## src/rtl/tbgd_pkg.sv

```systemverilog
//------------------------------------------------------------------------------
// tbgd_pkg
// Shared constants, types and tables for the text box geometry decoder.
//------------------------------------------------------------------------------
package tbgd_pkg;

    localparam int MAX_MAP_DIM_DEF = 1024;
    localparam int CORDIC_STEPS    = 16;
    localparam int ZW              = 20;   // angle accumulator, Q16 radians
    localparam int XW              = 19;   // cordic x/y, Q16
    localparam logic signed [ZW-1:0] Q16_PI      = 20'sd205887;
    localparam logic signed [ZW-1:0] Q16_HALF_PI = 20'sd102944;
    localparam logic signed [ZW-1:0] Q16_TWO_PI  = 20'sd411775;
    localparam logic signed [XW-1:0] CORDIC_GAIN = 19'sd39797;
    localparam logic signed [17:0]   DEG_SCALE   = 18'sd58671;
    localparam logic [15:0]          THRESH_RST  = 16'd32768;

    function automatic logic signed [ZW-1:0] atan_q16(input logic [3:0] i);
        logic signed [ZW-1:0] v;
        unique case (i)
            4'd0:    v = 20'sd51472;
            4'd1:    v = 20'sd30386;
            4'd2:    v = 20'sd16055;
            4'd3:    v = 20'sd8150;
            4'd4:    v = 20'sd4091;
            4'd5:    v = 20'sd2047;
            4'd6:    v = 20'sd1024;
            4'd7:    v = 20'sd512;
            4'd8:    v = 20'sd256;
            4'd9:    v = 20'sd128;
            4'd10:   v = 20'sd64;
            4'd11:   v = 20'sd32;
            4'd12:   v = 20'sd16;
            4'd13:   v = 20'sd8;
            4'd14:   v = 20'sd4;
            default: v = 20'sd2;
        endcase
        return v;
    endfunction

    // geometry carried alongside the cordic
    typedef struct packed {
        logic [9:0]  col;
        logic [9:0]  row;
        logic [15:0] score;
        logic [15:0] d1;
        logic [15:0] d2;
        logic [16:0] w;
        logic [16:0] h;
        logic signed [15:0] deg;
    } t_side;

endpackage

```

## src/rtl/tbgd_cordic_stage.sv

```systemverilog
//------------------------------------------------------------------------------
// tbgd_cordic_stage
// Two CORDIC rotation steps with registered result and side payload.
//------------------------------------------------------------------------------
module tbgd_cordic_stage #(
    parameter int STEP = 0
) (
    input  logic                          i_clk,
    input  logic                          i_rst_n,
    input  logic                          i_en,
    input  logic                          i_vld,
    input  logic signed [tbgd_pkg::XW-1:0] i_x,
    input  logic signed [tbgd_pkg::XW-1:0] i_y,
    input  logic signed [tbgd_pkg::ZW-1:0] i_z,
    input  logic                          i_neg,
    input  tbgd_pkg::t_side               i_side,
    output logic                          o_vld,
    output logic signed [tbgd_pkg::XW-1:0] o_x,
    output logic signed [tbgd_pkg::XW-1:0] o_y,
    output logic signed [tbgd_pkg::ZW-1:0] o_z,
    output logic                          o_neg,
    output tbgd_pkg::t_side               o_side
);
    logic                          r_vld;
    logic signed [tbgd_pkg::XW-1:0] r_x, r_y, n_x, n_y, x1, y1;
    logic signed [tbgd_pkg::ZW-1:0] r_z, n_z, z1;
    logic                          r_neg;
    tbgd_pkg::t_side               r_side;

    always_comb begin
        if (i_z >= 0) begin
            x1 = i_x - (i_y >>> STEP);
            y1 = i_y + (i_x >>> STEP);
            z1 = i_z - tbgd_pkg::atan_q16(4'(STEP));
        end else begin
            x1 = i_x + (i_y >>> STEP);
            y1 = i_y - (i_x >>> STEP);
            z1 = i_z + tbgd_pkg::atan_q16(4'(STEP));
        end
        if (z1 >= 0) begin
            n_x = x1 - (y1 >>> (STEP + 1));
            n_y = y1 + (x1 >>> (STEP + 1));
            n_z = z1 - tbgd_pkg::atan_q16(4'(STEP + 1));
        end else begin
            n_x = x1 + (y1 >>> (STEP + 1));
            n_y = y1 - (x1 >>> (STEP + 1));
            n_z = z1 + tbgd_pkg::atan_q16(4'(STEP + 1));
        end
    end

    always_ff @(posedge i_clk) begin
        if (!i_rst_n) begin
            r_vld <= 1'b0;
        end else if (i_en) begin
            r_vld <= i_vld;
        end
        if (i_en) begin
            r_x    <= n_x;
            r_y    <= n_y;
            r_z    <= n_z;
            r_neg  <= i_neg;
            r_side <= i_side;
        end
    end

    assign o_vld  = r_vld;
    assign o_x    = r_x;
    assign o_y    = r_y;
    assign o_z    = r_z;
    assign o_neg  = r_neg;
    assign o_side = r_side;
endmodule

```

## config.mk

```make
export PLATFORM = sky130hd
export DESIGN_NAME = tbgd_cordic_stage
export DESIGN_NICKNAME = d
export VERILOG_FILES = /design/src/rtl/tbgd_pkg.sv /design/src/rtl/tbgd_cordic_stage.sv
export SDC_FILE = /design/constraint.sdc
export NUM_CORES = 1
export LEC_CHECK = 0
export BUFFER_PORTS_ARGS = -buffer_cell sky130_fd_sc_hd__buf_2
export CAP_MARGIN = 20
export CORE_ASPECT_RATIO = 1.75
export CORE_MARGIN = 1
export CORE_UTILIZATION = 35
export CTS_CLUSTER_SIZE = 30
export DETAILED_ROUTE_END_ITERATION = 8
export GPL_TIMING_DRIVEN = 0
export PLACE_DENSITY_LB_ADDON = 0.05
export SLEW_MARGIN = 15
export SYNTH_ARGS = -nofsm -noshare
export SYNTH_HDL_FRONTEND = slang
export SYNTH_SLANG_ARGS = --single-unit
```

## constraint.sdc

```tcl
create_clock -name i_clk -period 26.3 [get_ports i_clk]
set_clock_uncertainty 0.15 [all_clocks]
set_input_delay 0 -clock i_clk [delete_from_list [all_inputs] [get_ports i_clk]]
set_output_delay 0 -clock i_clk [all_outputs]
set_load 0.1 [all_outputs]
```

==> flow_summary.html, run 1 <==
<table>
<tr><th>Metric</th><th>Value</th></tr>
<tr><th colspan="2">Detailed routing</th></tr>
<tr><td>Total Wirelength</td><td>slightly above 40000 um</td></tr>
<tr><td>Antenna-violating nets left</td><td>0</td></tr>
<tr><td>Iteration count of the initial detailed-routing pass</td><td>5</td></tr>
<tr><td>Number of remaining DRC errors</td><td>0</td></tr>
<tr><td>Detailed-route vias per instance</td><td>approximately 5.0</td></tr>
<tr><td>Wire length per cell after detailed routing</td><td>18.0 um</td></tr>
<tr><td>Starting DRT DRC Count</td><td>between 400 and 500</td></tr>
<tr><td>Via total after detailed routing</td><td>roughly 11000</td></tr>
<tr><th colspan="2">Critical path</th></tr>
<tr><td>Data arrival time of the critical path</td><td>about 11 ns</td></tr>
<tr><td>Critical-path maximum fanout</td><td>11</td></tr>
<tr><td>Critical register-to-register path startpoint</td><td>o_vld</td></tr>
<tr><td>Reg-to-Reg End</td><td>o_vld</td></tr>
<tr><td>Setup slack of the most critical reg-to-reg path</td><td>about 25 ns</td></tr>
<tr><td>Required time of the critical path</td><td>26.34 ns</td></tr>
<tr><td>Library cell contributing the largest single delay on the critical path</td><td>o21ai_0</td></tr>
<tr><td>Worst setup SP type</td><td>input port</td></tr>
<tr><td>Setup crit end kind</td><td>flip-flop</td></tr>
<tr><td>Type of the worst setup path</td><td>in2reg</td></tr>
<tr><td>Worst reg2reg path depth</td><td>3</td></tr>
<tr><td>Critical Path Max Stage Delay</td><td>about 0.69 ns</td></tr>
<tr><th colspan="2">Worst hold path</th></tr>
<tr><td>Min-delay worst type</td><td>in2reg</td></tr>
<tr><td>Worst Min Path Start</td><td>i_z[4]</td></tr>
<tr><td>End point of the most critical hold path</td><td>o_z[4]</td></tr>
<tr><td>Count of cells along the worst hold path</td><td>4</td></tr>
<tr><th colspan="2">Synthesis</th></tr>
<tr><td>Number of enable-type register cells in the synthesized netlist</td><td>around 180</td></tr>
<tr><td>Post-synthesis cell type with the largest combined area</td><td>edfxtp_1</td></tr>
<tr><td>Number of synthesized register bits</td><td>around 180</td></tr>
<tr><td>Post-Synthesis Cell Area</td><td>roughly 13000 um2</td></tr>
<tr><td>Portion of synthesized cell area occupied by the leading cell type</td><td>approximately two fifths</td></tr>
<tr><td>Count of yosys warnings during synthesis</td><td>0</td></tr>
<tr><td>Count of unique library cells instantiated by Yosys</td><td>86</td></tr>
<tr><td>Largest cells by area after synthesis</td><td>edfxtp_1 (42%), ha_1 (11%), xnor2_1 (7.0%)</td></tr>
<tr><td>Part of the Yosys area used for sequential elements</td><td>41.8%</td></tr>
<tr><td>Count of mapped cells out of synthesis</td><td>1251</td></tr>
<tr><td>Async SR Flop Fraction</td><td>0%</td></tr>
<tr><td>Mean instance size in the synthesized netlist</td><td>10.2 um2</td></tr>
<tr><td>Predominant post-synthesis flop cell</td><td>edfxtp_1</td></tr>
<tr><td>Post-synth net total</td><td>between 1500 and 2000</td></tr>
<tr><th colspan="2">Floorplanning</th></tr>
<tr><td>Die Width</td><td>approximately 150 um</td></tr>
<tr><td>Starting density of the core</td><td>a little over a third</td></tr>
<tr><td>Overall die area</td><td>~37000 um2</td></tr>
<tr><td>Vertical die dimension</td><td>255 um</td></tr>
<tr><td>Number of cell rows</td><td>between 90 and 100</td></tr>
<tr><td>Placeable core region</td><td>about 36000 um2</td></tr>
<tr><td>Ports placed on the boundary</td><td>~360</td></tr>
<tr><th colspan="2">Clock network</th></tr>
<tr><td>Number of buffers on the longest clock path</td><td>2</td></tr>
<tr><td>Clock buffers created by TritonCTS</td><td>17</td></tr>
<tr><td>Root Buffer Master</td><td>clkbuf_16</td></tr>
<tr><td>H-tree lvl count</td><td>4</td></tr>
<tr><td>Clock latency at the later pin of the worst-skew pair</td><td>between 0.4 and 0.5 ns</td></tr>
<tr><td>Number of buffers inserted by hold repair at cts</td><td>approximately 130</td></tr>
<tr><td>Setup repair bufs after CTS</td><td>0</td></tr>
<tr><td>Quantity of gates resized following cts</td><td>0</td></tr>
<tr><td>Number of clock sinks</td><td>178</td></tr>
<tr><td>Clock transition at the register clock pins on the worst setup and hold paths after CTS</td><td>approximately 0.08 ns</td></tr>
<tr><td>CTS tree</td><td>built</td></tr>
<tr><th colspan="2">Placement</th></tr>
<tr><td>Placed insts</td><td>approximately 2100</td></tr>
<tr><td>Weighted congestion at the end of routability-driven global placement</td><td>0.871</td></tr>
<tr><td>Quantity of I/O buffers inserted on ports</td><td>roughly 360</td></tr>
<tr><td>Setup slack at placement</td><td>15.12 ns</td></tr>
<tr><td>Half-perimeter wire length after placement</td><td>32400 um</td></tr>
<tr><td>Area of placed instances</td><td>15200 um2</td></tr>
<tr><th colspan="2">Timing</th></tr>
<tr><td>Final-report max-slew violation count</td><td>0</td></tr>
<tr><td>Final-layout setup total negative slack</td><td>0 ns</td></tr>
<tr><td>Time the worst path needs with I/O delays and setup</td><td>11.15 ns</td></tr>
<tr><td>Actual transition at the worst max-transition pin</td><td>approximately 1 ns</td></tr>
<tr><td>Achievable clock frequency</td><td>approximately 90 MHz</td></tr>
<tr><td>Number of endpoints with negative hold slack in the final report</td><td>0</td></tr>
<tr><td>RSZ-0062 raised after global routing</td><td>false</td></tr>
<tr><td>Max-slew headroom at the worst pin</td><td>between 30% and 40%</td></tr>
<tr><td>Post-route fraction of the period consumed by the critical path</td><td>42.4%</td></tr>
<tr><td>Number of setup violations in the final report</td><td>0</td></tr>
<tr><td>Final Worst Setup Slack</td><td>~15 ns</td></tr>
<tr><th colspan="2">GRT</th></tr>
<tr><td>Met2 usage</td><td>between 40% and 50%</td></tr>
<tr><td>All-layer global routing usage</td><td>between 20% and 30%</td></tr>
<tr><td>Number of global-route vias before repair</td><td>around 11000</td></tr>
<tr><td>Total overflow reported by the global router</td><td>0</td></tr>
<tr><td>Pin count of the biggest net entering global routing</td><td>109</td></tr>
<tr><td>Initial antenna violation count</td><td>1</td></tr>
<tr><td>Global routing's busiest layer</td><td>met2</td></tr>
<tr><td>Met3 GRT Util</td><td>about 2.1%</td></tr>
<tr><td>Wire length of the first global-routing pass</td><td>around 60000 um</td></tr>
<tr><td>Met1 capacity usage during global routing</td><td>a little over 20%</td></tr>
<tr><th colspan="2">Final layout</th></tr>
<tr><td>Leading cell type in the layout, fill and taps excluded</td><td>buf_2</td></tr>
<tr><td>Fill count</td><td>approximately 3400</td></tr>
<tr><td>Final standard cell count with taps included and fillers excluded</td><td>~2200</td></tr>
<tr><td>Leading cell types in the layout, fill and taps excluded</td><td>buf_2 (357), edfxtp_1 (177), dlygate4sd3_1 (127)</td></tr>
<tr><td>Layout cell share with drive strength beyond 1</td><td>roughly a quarter</td></tr>
<tr><td>Synth-to-layout area growth</td><td>34.0%</td></tr>
<tr><td>Finished Cell Area</td><td>17100 um2</td></tr>
<tr><td>Final net count</td><td>between 2000 and 2500</td></tr>
<tr><td>Final core utilization</td><td>around 48%</td></tr>
<tr><th colspan="2">Job</th></tr>
<tr><td>Max_cap viols</td><td>0</td></tr>
<tr><th colspan="2">Outcome</th></tr>
<tr><td>Status</td><td>completed</td></tr>
<tr><th colspan="2">Power</th></tr>
<tr><td>Maximum vdd drop</td><td>around 0.046 mV</td></tr>
<tr><td>Power per unit of standard cell area</td><td>~94 nW/um2</td></tr>
<tr><td>Static leakage</td><td>0.00737 uW</td></tr>
</table>
[per-layer routing]
| metal | wire (um) | vias up |
|---|---|---|
| met5 | 0 | - |
| met4 | 1550 | 0 |
| met3 | 1290 | 80 |
| met2 | 23100 | 321 |
| met1 | 14300 | 5220 |
| li1 | - | 5608 |
[kinds of logic after synthesis]
kind of cell               synth area share (%)
AOI/OAI and AO/OA                          18.3
and+or+nand+nor                            12.5
DFF                                        41.8
xor gates and xnor gates                   9.62
buffers and inverters                      4.21
adders and majority gates                  12.5
muxes                                      1.03
[registers in the layout, indices dropped and copies added (netlist names)]
register,count
o_z,20
o_side,118
o_vld,1
o_y,19
o_x,19
o_neg,1
[critical path: cells and delay by family]
family,cells,cell delay [ns]
AOI/OAI and AO/OA,13,3.81
xor gates and xnor gates,3,0.45
and+or+nand+nor,6,1.85
adders and majority gates,2,0.59
buffers and inverters,11,4.43
[stage by stage]
| step | power, uW | hold WS (ns) |
|---|---|---|
| 3_3_place_gp | 1340 | 0.0266 |
| 4_1_cts | 1630 | 0.00311 |
| 5_1_grt | 1700 | 0.0563 |
| 2_1_floorplan | 1160 | -0.0511 |
| 6_report | 1610 | 0.0235 |
| 3_5_place_dp | 1350 | 0.0281 |
[synth_stat cells (5+ instances only)]
library cell,number
edfxtp_1,177
ha_1,117
xnor2_1,102
nor2_1,101
inv_1,92
a21oi_1,84
nand2_1,69
o21ai_0,55
xor2_1,38
nor3_1,28
a21o_1,26
clkbuf_1,24
o21a_1,22
nand3_1,20
nor2b_1,19
a211oi_1,14
nand2b_1,14
o31ai_1,14
a31oi_1,12
mux2i_1,12
buf_1,11
o21bai_1,10
and2_1,9
and3_1,9
o31a_1,9
o211ai_1,8
o22ai_1,8
nand3b_1,7
nand4_1,7
a21boi_0,6
fa_1,6
nor4_1,6
o41ai_1,6
a221oi_1,5
a22oi_1,5
a311oi_1,5
[where the power goes]
| part | internal, uW | switching (uW) | total [uW] |
|---|---|---|---|
| Combinational | 242 | 704 | 946 |
| Clock | 131 | 128 | 259 |
| Sequential | 393 | 13.0 | 406 |
[cell type report]
cell class | instances | area [um2] | share of cell area [%]
diodes | 1 | 2.50 | 0.0146
plain buffers | 40 | 174 | 1.02
clock buffers | 17 | 425 | 2.49
clock inverters | 15 | 208 | 1.22
inverters | 96 | 363 | 2.12
multi-input cells | 937 | 6880 | 40.3
flip-flops and latches | 178 | 5340 | 31.2
well taps | 470 | 588 | 3.44
repair buffers | 486 | 3110 | 18.2
[how the worst max path moves through the flow]
stage,start,end,slack (ns),cells after the start
after floorplan,i_z[2],o_y[18],18.00,33
after global placement,i_z[3],o_y[18],14.87,33
after CTS,i_z[3],o_x[18],15.03,35
final,i_z[2],o_y[18],15.15,35
after global routing,i_z[2],o_x[18],14.37,35
after detailed placement,i_z[3],o_x[18],15.12,34
(Power assumes the default switching activity.)
==> run 2: changes to the inputs <==
--- a/config.mk
+++ b/config.mk
@@ -5,6 +5,7 @@
 export SDC_FILE = /design/constraint.sdc
 export NUM_CORES = 1
 export LEC_CHECK = 0
+export ABC_AREA = 1
 export BUFFER_PORTS_ARGS = -buffer_cell sky130_fd_sc_hd__buf_2
 export CAP_MARGIN = 20
 export CORE_ASPECT_RATIO = 1.75
==> constraint.sdc (replaced) <==
create_clock -name i_clk -period 9.8 [get_ports i_clk]
set_clock_uncertainty 0.15 [all_clocks]
set_input_delay 0 -clock i_clk [delete_from_list [all_inputs] [get_ports i_clk]]
set_output_delay 0 -clock i_clk [all_outputs]
set_load 0.1 [all_outputs]
==> run 2 against run 1 <==
The flow now finishes with violations (design-rule violations). Core utilization down 1.1 points. Total power rose to 2.6 times the previous value. Area after synthesis up 8.5%. Sequential power rose to 2.7 times the previous value. Worst setup slack worse by 12 ns. Hold slack better by 0.029 ns. First-iteration DRC count up 8.2%. Cell count up 25%. Critical path depth down 8. Die area up 8.4%. Register-to-register slack worse by 17 ns. Clock-buffer cell count unchanged. Largest cell class unchanged. Highest routed layer unchanged.
==> flow_summary.html, run 2 <==
<table>
<tr><th>Metric</th><th>Value</th></tr>
<tr><th colspan="2">Synthesis</th></tr>
<tr><td>Largest cells by area after synthesis</td><td>edfxtp_1 (38%), nand2_1 (15%), ha_1 (11%)</td></tr>
<tr><td>Most frequent cell after synthesis</td><td>nand2_1</td></tr>
<tr><td>Predominant post-synthesis flop cell</td><td>edfxtp_1</td></tr>
<tr><td>Number of synthesized register bits</td><td>approximately 180</td></tr>
<tr><td>Async SR Flop Fraction</td><td>0%</td></tr>
<tr><td>Part of the Yosys area used for sequential elements</td><td>around two fifths</td></tr>
<tr><td>Number of enable-type register cells in the synthesized netlist</td><td>between 150 and 200</td></tr>
<tr><td>Mean instance size in the synthesized netlist</td><td>7.71 um2</td></tr>
<tr><td>Count of mapped cells out of synthesis</td><td>between 1500 and 2000</td></tr>
<tr><td>Portion of synthesized cell area occupied by the leading cell type</td><td>roughly two fifths</td></tr>
<tr><td>Post-synth net total</td><td>2098</td></tr>
<tr><td>Synth top cells by count</td><td>nand2_1 (539), inv_1 (266), edfxtp_1 (177)</td></tr>
<tr><td>Count of unique library cells instantiated by Yosys</td><td>40</td></tr>
<tr><td>Post-synthesis cell type with the largest combined area</td><td>edfxtp_1</td></tr>
<tr><td>Post-Synthesis Cell Area</td><td>between 10000 and 15000 um2</td></tr>
<tr><td>Count of yosys warnings during synthesis</td><td>0</td></tr>
<tr><th colspan="2">Final layout</th></tr>
<tr><td>Multi-input gate area</td><td>about 7300 um2</td></tr>
<tr><td>Final core utilization</td><td>46.5%</td></tr>
<tr><td>Ant. Diodes</td><td>0</td></tr>
<tr><td>Synth-to-layout area growth</td><td>31.1%</td></tr>
<tr><td>Fill count</td><td>4031</td></tr>
<tr><td>Leading cell type in the layout, fill and taps excluded</td><td>nand2_1</td></tr>
<tr><td>Final net count</td><td>about 2600</td></tr>
<tr><td>Final standard cell count with taps included and fillers excluded</td><td>~2800</td></tr>
<tr><td>Leading cell types in the layout, fill and taps excluded</td><td>nand2_1 (539), buf_2 (373), inv_1 (266)</td></tr>
<tr><td>Number of flip-flops in the largest register</td><td>between 100 and 150</td></tr>
<tr><td>Layout cell share with drive strength beyond 1</td><td>19.7%</td></tr>
<tr><td>Sequential cell area</td><td>approximately 5300 um2</td></tr>
<tr><th colspan="2">Timing</th></tr>
<tr><td>Final-report max-slew violation count</td><td>0</td></tr>
<tr><td>Achievable clock frequency</td><td>approximately 160 MHz</td></tr>
<tr><td>Max-slew headroom at the worst pin</td><td>between 40 and 50%</td></tr>
<tr><td>Actual transition at the worst max-transition pin</td><td>just under 0.8 ns</td></tr>
<tr><td>Post-route fraction of the period consumed by the critical path</td><td>65.1%</td></tr>
<tr><td>RSZ-0062 raised after global routing</td><td>false</td></tr>
<tr><td>Number of setup violations in the final report</td><td>0</td></tr>
<tr><td>Number of endpoints with negative hold slack in the final report</td><td>0</td></tr>
<tr><td>Time the worst path needs with I/O delays and setup</td><td>6.38 ns</td></tr>
<tr><td>Final-layout setup total negative slack</td><td>0 ns</td></tr>
<tr><th colspan="2">Critical path</th></tr>
<tr><td>Worst path buffer plus inverter count</td><td>7</td></tr>
<tr><td>Type of the worst setup path</td><td>in2reg</td></tr>
<tr><td>Critical-path maximum fanout</td><td>19</td></tr>
<tr><td>Gate family responsible for the most delay along the worst path</td><td>simple AND/OR/NAND/NOR gates</td></tr>
<tr><td>Data arrival time of the critical path</td><td>around 6.4 ns</td></tr>
<tr><td>Worst setup SP type</td><td>input port</td></tr>
<tr><td>Critical Path Max Stage Delay</td><td>between 0.6 and 0.7 ns</td></tr>
<tr><td>Required time of the critical path</td><td>around 9.8 ns</td></tr>
<tr><td>Library cell contributing the largest single delay on the critical path</td><td>nor3_1</td></tr>
<tr><td>Setup crit end kind</td><td>flip-flop</td></tr>
<tr><th colspan="2">Detailed routing</th></tr>
<tr><td>Starting DRT DRC Count</td><td>530</td></tr>
<tr><td>Total Wirelength</td><td>roughly 48000 um</td></tr>
<tr><td>Via total after detailed routing</td><td>between 10000 and 15000</td></tr>
<tr><td>Wire length per cell after detailed routing</td><td>17.2 um</td></tr>
<tr><td>Iteration count of the initial detailed-routing pass</td><td>7</td></tr>
<tr><td>Number of remaining DRC errors</td><td>29</td></tr>
<tr><td>Detailed-route vias per instance</td><td>about 4.8</td></tr>
<tr><td>Antenna-violating nets left</td><td>0</td></tr>
<tr><th colspan="2">Outcome</th></tr>
<tr><td>Violations in the final reports</td><td>design-rule violations</td></tr>
<tr><td>Status</td><td>finished, violations left</td></tr>
<tr><th colspan="2">Placement</th></tr>
<tr><td>Weighted congestion at the end of routability-driven global placement</td><td>0.957</td></tr>
<tr><td>Placed insts</td><td>between 2000 and 3000</td></tr>
<tr><td>Quantity of I/O buffers inserted on ports</td><td>between 300 and 400</td></tr>
<tr><td>Half-perimeter wire length after placement</td><td>roughly 40000 um</td></tr>
<tr><th colspan="2">Clock network</th></tr>
<tr><td>Number of clock sinks</td><td>around 180</td></tr>
<tr><td>Root Buffer Master</td><td>clkbuf_16</td></tr>
<tr><td>Clock transition at the register clock pins on the worst setup and hold paths after CTS</td><td>approximately 0.080 ns</td></tr>
<tr><td>Number of buffers on the longest clock path</td><td>2</td></tr>
<tr><td>Clock buffers created by TritonCTS</td><td>17</td></tr>
<tr><td>Quantity of gates resized following cts</td><td>0</td></tr>
<tr><td>Setup repair bufs after CTS</td><td>0</td></tr>
<tr><td>CTS tree</td><td>built</td></tr>
<tr><td>Clock latency at the later pin of the worst-skew pair</td><td>between 0.4 and 0.5 ns</td></tr>
<tr><td>Number of buffers inserted by hold repair at cts</td><td>127</td></tr>
<tr><td>H-tree lvl count</td><td>4</td></tr>
<tr><th colspan="2">Power</th></tr>
<tr><td>Static leakage</td><td>between 0.009 and 0.01 uW</td></tr>
<tr><td>Power per unit of standard cell area</td><td>about 230 nW/um2</td></tr>
<tr><td>Maximum vdd drop</td><td>between 0.1 and 0.15 mV</td></tr>
<tr><td>Total power consumption of the routed design</td><td>around 4200 uW</td></tr>
<tr><th colspan="2">GRT</th></tr>
<tr><td>Initial antenna violation count</td><td>0</td></tr>
<tr><td>Total overflow reported by the global router</td><td>0</td></tr>
<tr><td>Wire length of the first global-routing pass</td><td>72600 um</td></tr>
<tr><td>Pin count of the biggest net entering global routing</td><td>roughly 110</td></tr>
<tr><td>Number of global-route vias before repair</td><td>about 14000</td></tr>
<tr><td>All-layer global routing usage</td><td>23.6%</td></tr>
<tr><th colspan="2">Worst hold path</th></tr>
<tr><td>Min-delay worst type</td><td>in2reg</td></tr>
<tr><th colspan="2">Floorplanning</th></tr>
<tr><td>Vertical die dimension</td><td>roughly 270 um</td></tr>
<tr><td>Die Width</td><td>152 um</td></tr>
<tr><td>Starting density of the core</td><td>approximately 35%</td></tr>
<tr><td>Placeable core region</td><td>around 39000 um2</td></tr>
<tr><td>Overall die area</td><td>between 40000 and 50000 um2</td></tr>
<tr><td>Ports placed on the boundary</td><td>~360</td></tr>
<tr><td>Number of cell rows</td><td>96</td></tr>
<tr><th colspan="2">Job</th></tr>
<tr><td>Max_cap viols</td><td>0</td></tr>
</table>
[run 2: cell types whose count changed in the layout (fill, tap and decap cells not counted), sizes merged, moves of 23 or more]
| cell | before | now |
|---|---|---|
| inv | 98 | 275 |
| nand2 | 69 | 556 |
| xnor2 | 102 | 9 |
| clkbuf | 41 | 18 |
| nand3 | 20 | 158 |
| xor2 | 38 | 85 |
| nor2 | 101 | 137 |
[run 2: worst paths after layout]
kind,from,to,slack [ns],depth (start not counted)
worst max-delay path,i_z[1],o_x[17],3.42,27
worst min-delay path,i_x[0],o_x[0],0.05,5
worst min register to register,o_vld,o_vld,0.98,3
worst max register to register,o_vld,o_vld,8.41,3
[run 2: kinds of logic after synthesis]
| group | count (synthesis) | share of synthesized area (%) |
|---|---|---|
| DFF | 178 | 38.6 |
| and+or+nand+nor | 911 | 27.9 |
| AOI/OAI and AO/OA | 189 | 7.48 |
| xor gates and xnor gates | 94 | 5.95 |
| buffers and inverters | 299 | 8.66 |
| adders and majority gates | 123 | 11.4 |
[run 2: through the flow]
stage          instance area, um2  hold slack, ns  worst slack (ns)
2_1_floorplan               13800         -0.0565              5.22
3_3_place_gp                16200          0.0269              3.10
3_5_place_dp                16300          0.0281              3.15
4_1_cts                     18100          0.0560              3.41
5_1_grt                     18100          0.0852              2.98
6_report                    18100          0.0522              3.42
[run 2: final cells by class]
| cell class | instances | share of cell area, % |
|---|---|---|
| multi-input combinational | 1317 | 40.3 |
| clock inverter | 15 | 0.924 |
| sequential | 178 | 29.4 |
| buffer | 29 | 1.02 |
| inverter | 270 | 5.59 |
| timing repair buffer | 486 | 17.1 |
| tap | 490 | 3.38 |
| clock buffer | 17 | 2.34 |
[run 2: worst min-delay path: stages]
cell   delay [ns]
buf_2        0.11
inv_1        0.05
ha_1         0.16
ha_1         0.13
inv_1        0.03
[run 2: where the power goes]
part | internal (uW) | switching (uW) | leakage (uW)
Sequential | 1040 | 39.9 | 0.00174
Clock | 342 | 330 | 0.000286
Combinational | 549 | 1920 | 0.00718
[run 2: per-layer routing]
metal  part of all wire, %  global-route usage (%)
met5                     0                       0
met4                   6.0                    15.2
met3                   3.0                    1.74
met2                    57                    49.2
met1                    34                    21.2
==> run 3: changes to the inputs <==
==> constraint.sdc (replaced) <==
create_clock -name i_clk -period 6.3 [get_ports i_clk]
set_clock_uncertainty 0.15 [all_clocks]
set_input_delay 0 -clock i_clk [delete_from_list [all_inputs] [get_ports i_clk]]
set_output_delay 0 -clock i_clk [all_outputs]
set_load 0.1 [all_outputs]
==> run 3 against run 2 <==
The flow still finishes with violations (design-rule violations). Sequential power increased by 56%. Worst setup slack lost 3.0 ns. Cell count about the same. Via count about the same. First-iteration DRC count shrank 5.1%. Critical path depth grew 2. Sequential share of layout area is essentially flat. Register-to-register slack got worse by 3.5 ns.
==> flow_summary.html, run 3 (same netlist as run 2, synthesis figures left out) <==
<table>
<tr><th>Metric</th><th>Value</th></tr>
<tr><th colspan="2">Detailed routing</th></tr>
<tr><td>Antenna-violating nets left</td><td>0</td></tr>
<tr><td>Wire length per cell after detailed routing</td><td>between 15 and 20 um</td></tr>
<tr><td>Number of remaining DRC errors</td><td>29</td></tr>
<tr><td>Starting DRT DRC Count</td><td>503</td></tr>
<tr><td>Detailed-route vias per instance</td><td>4.84</td></tr>
<tr><td>Iteration count of the initial detailed-routing pass</td><td>8</td></tr>
<tr><td>Via total after detailed routing</td><td>13600</td></tr>
<tr><td>Total Wirelength</td><td>just under 50000 um</td></tr>
<tr><th colspan="2">Power</th></tr>
<tr><td>Net switching power</td><td>roughly 3600 uW</td></tr>
<tr><td>Maximum vdd drop</td><td>roughly 0.19 mV</td></tr>
<tr><td>Internal power</td><td>around 3000 uW</td></tr>
<tr><td>Flop pwr share</td><td>25.6%</td></tr>
<tr><td>Part of the power in the clock network</td><td>~16%</td></tr>
<tr><td>Gate power share</td><td>roughly three fifths</td></tr>
<tr><td>Static leakage</td><td>~0.0092 uW</td></tr>
<tr><td>Share of total power consumed by net switching</td><td>a little over half</td></tr>
<tr><td>Power per unit of standard cell area</td><td>~360 nW/um2</td></tr>
<tr><td>Total power consumption of the routed design</td><td>6570 uW</td></tr>
<tr><th colspan="2">Timing</th></tr>
<tr><td>Actual transition at the worst max-transition pin</td><td>0.779 ns</td></tr>
<tr><td>Number of endpoints with negative hold slack in the final report</td><td>0</td></tr>
<tr><td>Tightest hold margin</td><td>0.0316 ns</td></tr>
<tr><td>Number of setup violations in the final report</td><td>0</td></tr>
<tr><td>Post-route fraction of the period consumed by the critical path</td><td>93.9%</td></tr>
<tr><td>RSZ-0062 raised after global routing</td><td>false</td></tr>
<tr><td>Achievable clock frequency</td><td>between 150 and 200 MHz</td></tr>
<tr><td>Time the worst path needs with I/O delays and setup</td><td>slightly below 6 ns</td></tr>
<tr><td>Final Worst Setup Slack</td><td>~0.38 ns</td></tr>
<tr><td>Max-slew headroom at the worst pin</td><td>between 40% and 50%</td></tr>
<tr><td>Final-report max-slew violation count</td><td>0</td></tr>
<tr><th colspan="2">GRT</th></tr>
<tr><td>Pin count of the biggest net entering global routing</td><td>around 110</td></tr>
<tr><td>Initial antenna violation count</td><td>0</td></tr>
<tr><td>Wire length of the first global-routing pass</td><td>about 73000 um</td></tr>
<tr><td>Number of global-route vias before repair</td><td>about 14000</td></tr>
<tr><td>Total overflow reported by the global router</td><td>0</td></tr>
<tr><td>All-layer global routing usage</td><td>23.6%</td></tr>
<tr><th colspan="2">Placement</th></tr>
<tr><td>Weighted congestion at the end of routability-driven global placement</td><td>about 0.96</td></tr>
<tr><td>Placed insts</td><td>~2600</td></tr>
<tr><td>Setup slack at placement</td><td>-0.347 ns</td></tr>
<tr><td>Area of placed instances</td><td>16300 um2</td></tr>
<tr><td>Quantity of I/O buffers inserted on ports</td><td>~360</td></tr>
<tr><td>Half-perimeter wire length after placement</td><td>about 40000 um</td></tr>
<tr><th colspan="2">Clock network</th></tr>
<tr><td>Clock transition at the register clock pins on the worst setup and hold paths after CTS</td><td>roughly 0.08 ns</td></tr>
<tr><td>Number of clock sinks</td><td>between 150 and 200</td></tr>
<tr><td>Clock buffers created by TritonCTS</td><td>17</td></tr>
<tr><td>H-tree lvl count</td><td>4</td></tr>
<tr><td>Number of buffers on the longest clock path</td><td>2</td></tr>
<tr><td>Clock latency at the later pin of the worst-skew pair</td><td>between 0.4 and 0.5 ns</td></tr>
<tr><td>CTS tree</td><td>built</td></tr>
<tr><td>Root Buffer Master</td><td>clkbuf_16</td></tr>
<tr><th colspan="2">Floorplanning</th></tr>
<tr><td>Placeable core region</td><td>roughly 39000 um2</td></tr>
<tr><td>Number of cell rows</td><td>between 90 and 100</td></tr>
<tr><td>Die Width</td><td>~150 um</td></tr>
<tr><td>Overall die area</td><td>40400 um2</td></tr>
<tr><td>Vertical die dimension</td><td>265 um</td></tr>
<tr><td>Ports placed on the boundary</td><td>around 360</td></tr>
<tr><td>Starting density of the core</td><td>roughly 35%</td></tr>
<tr><th colspan="2">Critical path</th></tr>
<tr><td>Type of the worst setup path</td><td>in2reg</td></tr>
<tr><td>Critical-path maximum fanout</td><td>13</td></tr>
<tr><td>Required time of the critical path</td><td>~6.3 ns</td></tr>
<tr><td>Critical Path Max Stage Delay</td><td>0.61 ns</td></tr>
<tr><td>Library cell contributing the largest single delay on the critical path</td><td>nor3_1</td></tr>
<tr><td>Data arrival time of the critical path</td><td>5.95 ns</td></tr>
<tr><td>Setup crit end kind</td><td>flip-flop</td></tr>
<tr><td>Worst setup SP type</td><td>input port</td></tr>
<tr><td>Cell with the most instances on the worst path</td><td>buf_2</td></tr>
<tr><th colspan="2">Final layout</th></tr>
<tr><td>Number of flip-flops in the largest register</td><td>118</td></tr>
<tr><td>Final standard cell count with taps included and fillers excluded</td><td>around 2800</td></tr>
<tr><td>Ant. Diodes</td><td>0</td></tr>
<tr><td>Synth-to-layout area growth</td><td>31.3%</td></tr>
<tr><td>Leading cell types in the layout, fill and taps excluded</td><td>nand2_1 (539), buf_2 (372), inv_1 (266)</td></tr>
<tr><td>Finished Cell Area</td><td>between 15000 and 20000 um2</td></tr>
<tr><td>Leading cell type in the layout, fill and taps excluded</td><td>nand2_1</td></tr>
<tr><td>Layout cell share with drive strength beyond 1</td><td>19.7%</td></tr>
<tr><td>Final net count</td><td>~2600</td></tr>
<tr><th colspan="2">Worst hold path</th></tr>
<tr><td>Min-delay worst type</td><td>in2reg</td></tr>
<tr><th colspan="2">Job</th></tr>
<tr><td>Max_cap viols</td><td>0</td></tr>
<tr><th colspan="2">Outcome</th></tr>
<tr><td>Status</td><td>finished, violations left</td></tr>
<tr><td>Violations in the final reports</td><td>design-rule violations</td></tr>
</table>
-- run 3: critical path, delay by kind of cell --
| kind | cells | cell delay, ns |
|---|---|---|
| simple gates | 14 | 2.47 |
| buf+inv | 7 | 1.70 |
| fa+ha+maj | 3 | 0.99 |
| compound gates | 3 | 0.47 |
| xor+xnor | 2 | 0.28 |
-- run 3: final cells by class --
type	count	area, um2
Fill cell	4027	20900
Multi-Input combinational cell	1317	7310
Sequential cell	178	5340
Timing Repair Buffer	487	3110
Inverter	270	1010
Tap cell	490	613
Clock buffer	17	425
Buffer	29	191
Clock inverter	15	168
-- run 3: path summary, 6_finish.rpt --
check	from	cells past startpoint	end	slack [ns]
max reg2reg	o_vld	3	o_vld	4.91
min reg2reg	o_vld	3	o_vld	0.98
max	i_z[19]	29	o_x[17]	0.38
min	i_z[1]	4	o_z[4]	0.03
-- run 3: stage by stage --
stage,utilization (%),setup TNS [ns]
2_1_floorplan,-,0
3_3_place_gp,41.6,-2.43
6_report,46.5,0
5_1_grt,46.5,0
3_5_place_dp,41.7,-2.02
4_1_cts,46.5,0
-- run 3: layer usage --
metal  global-route usage, %  part of all wire (%)  vias to the layer above
met2                    49.2                    57                      358
li1                        -                     -                     6853
met1                    21.2                    34                     6234
met4                    15.4                   6.0                        0
met5                       0                     0                        -
met3                    1.78                   2.7                      117
-- run 3: power groups by stage --
stage	combinational, uW	sequential, uW	clock [uW]
3_5_place_dp	3770	1710	0
6_report	3850	1680	1040
5_1_grt	4090	1700	1120
4_1_cts	3850	1690	1080
2_1_floorplan	1370	3310	0
3_3_place_gp	3760	1710	0
-- run 3: repair_timing --
item,CTS,global route
setup endpoints to repair,0,8
buffers inserted,0,0
hold buffers,128,0
hold endpoints to repair,199,0
resized for setup,0,5
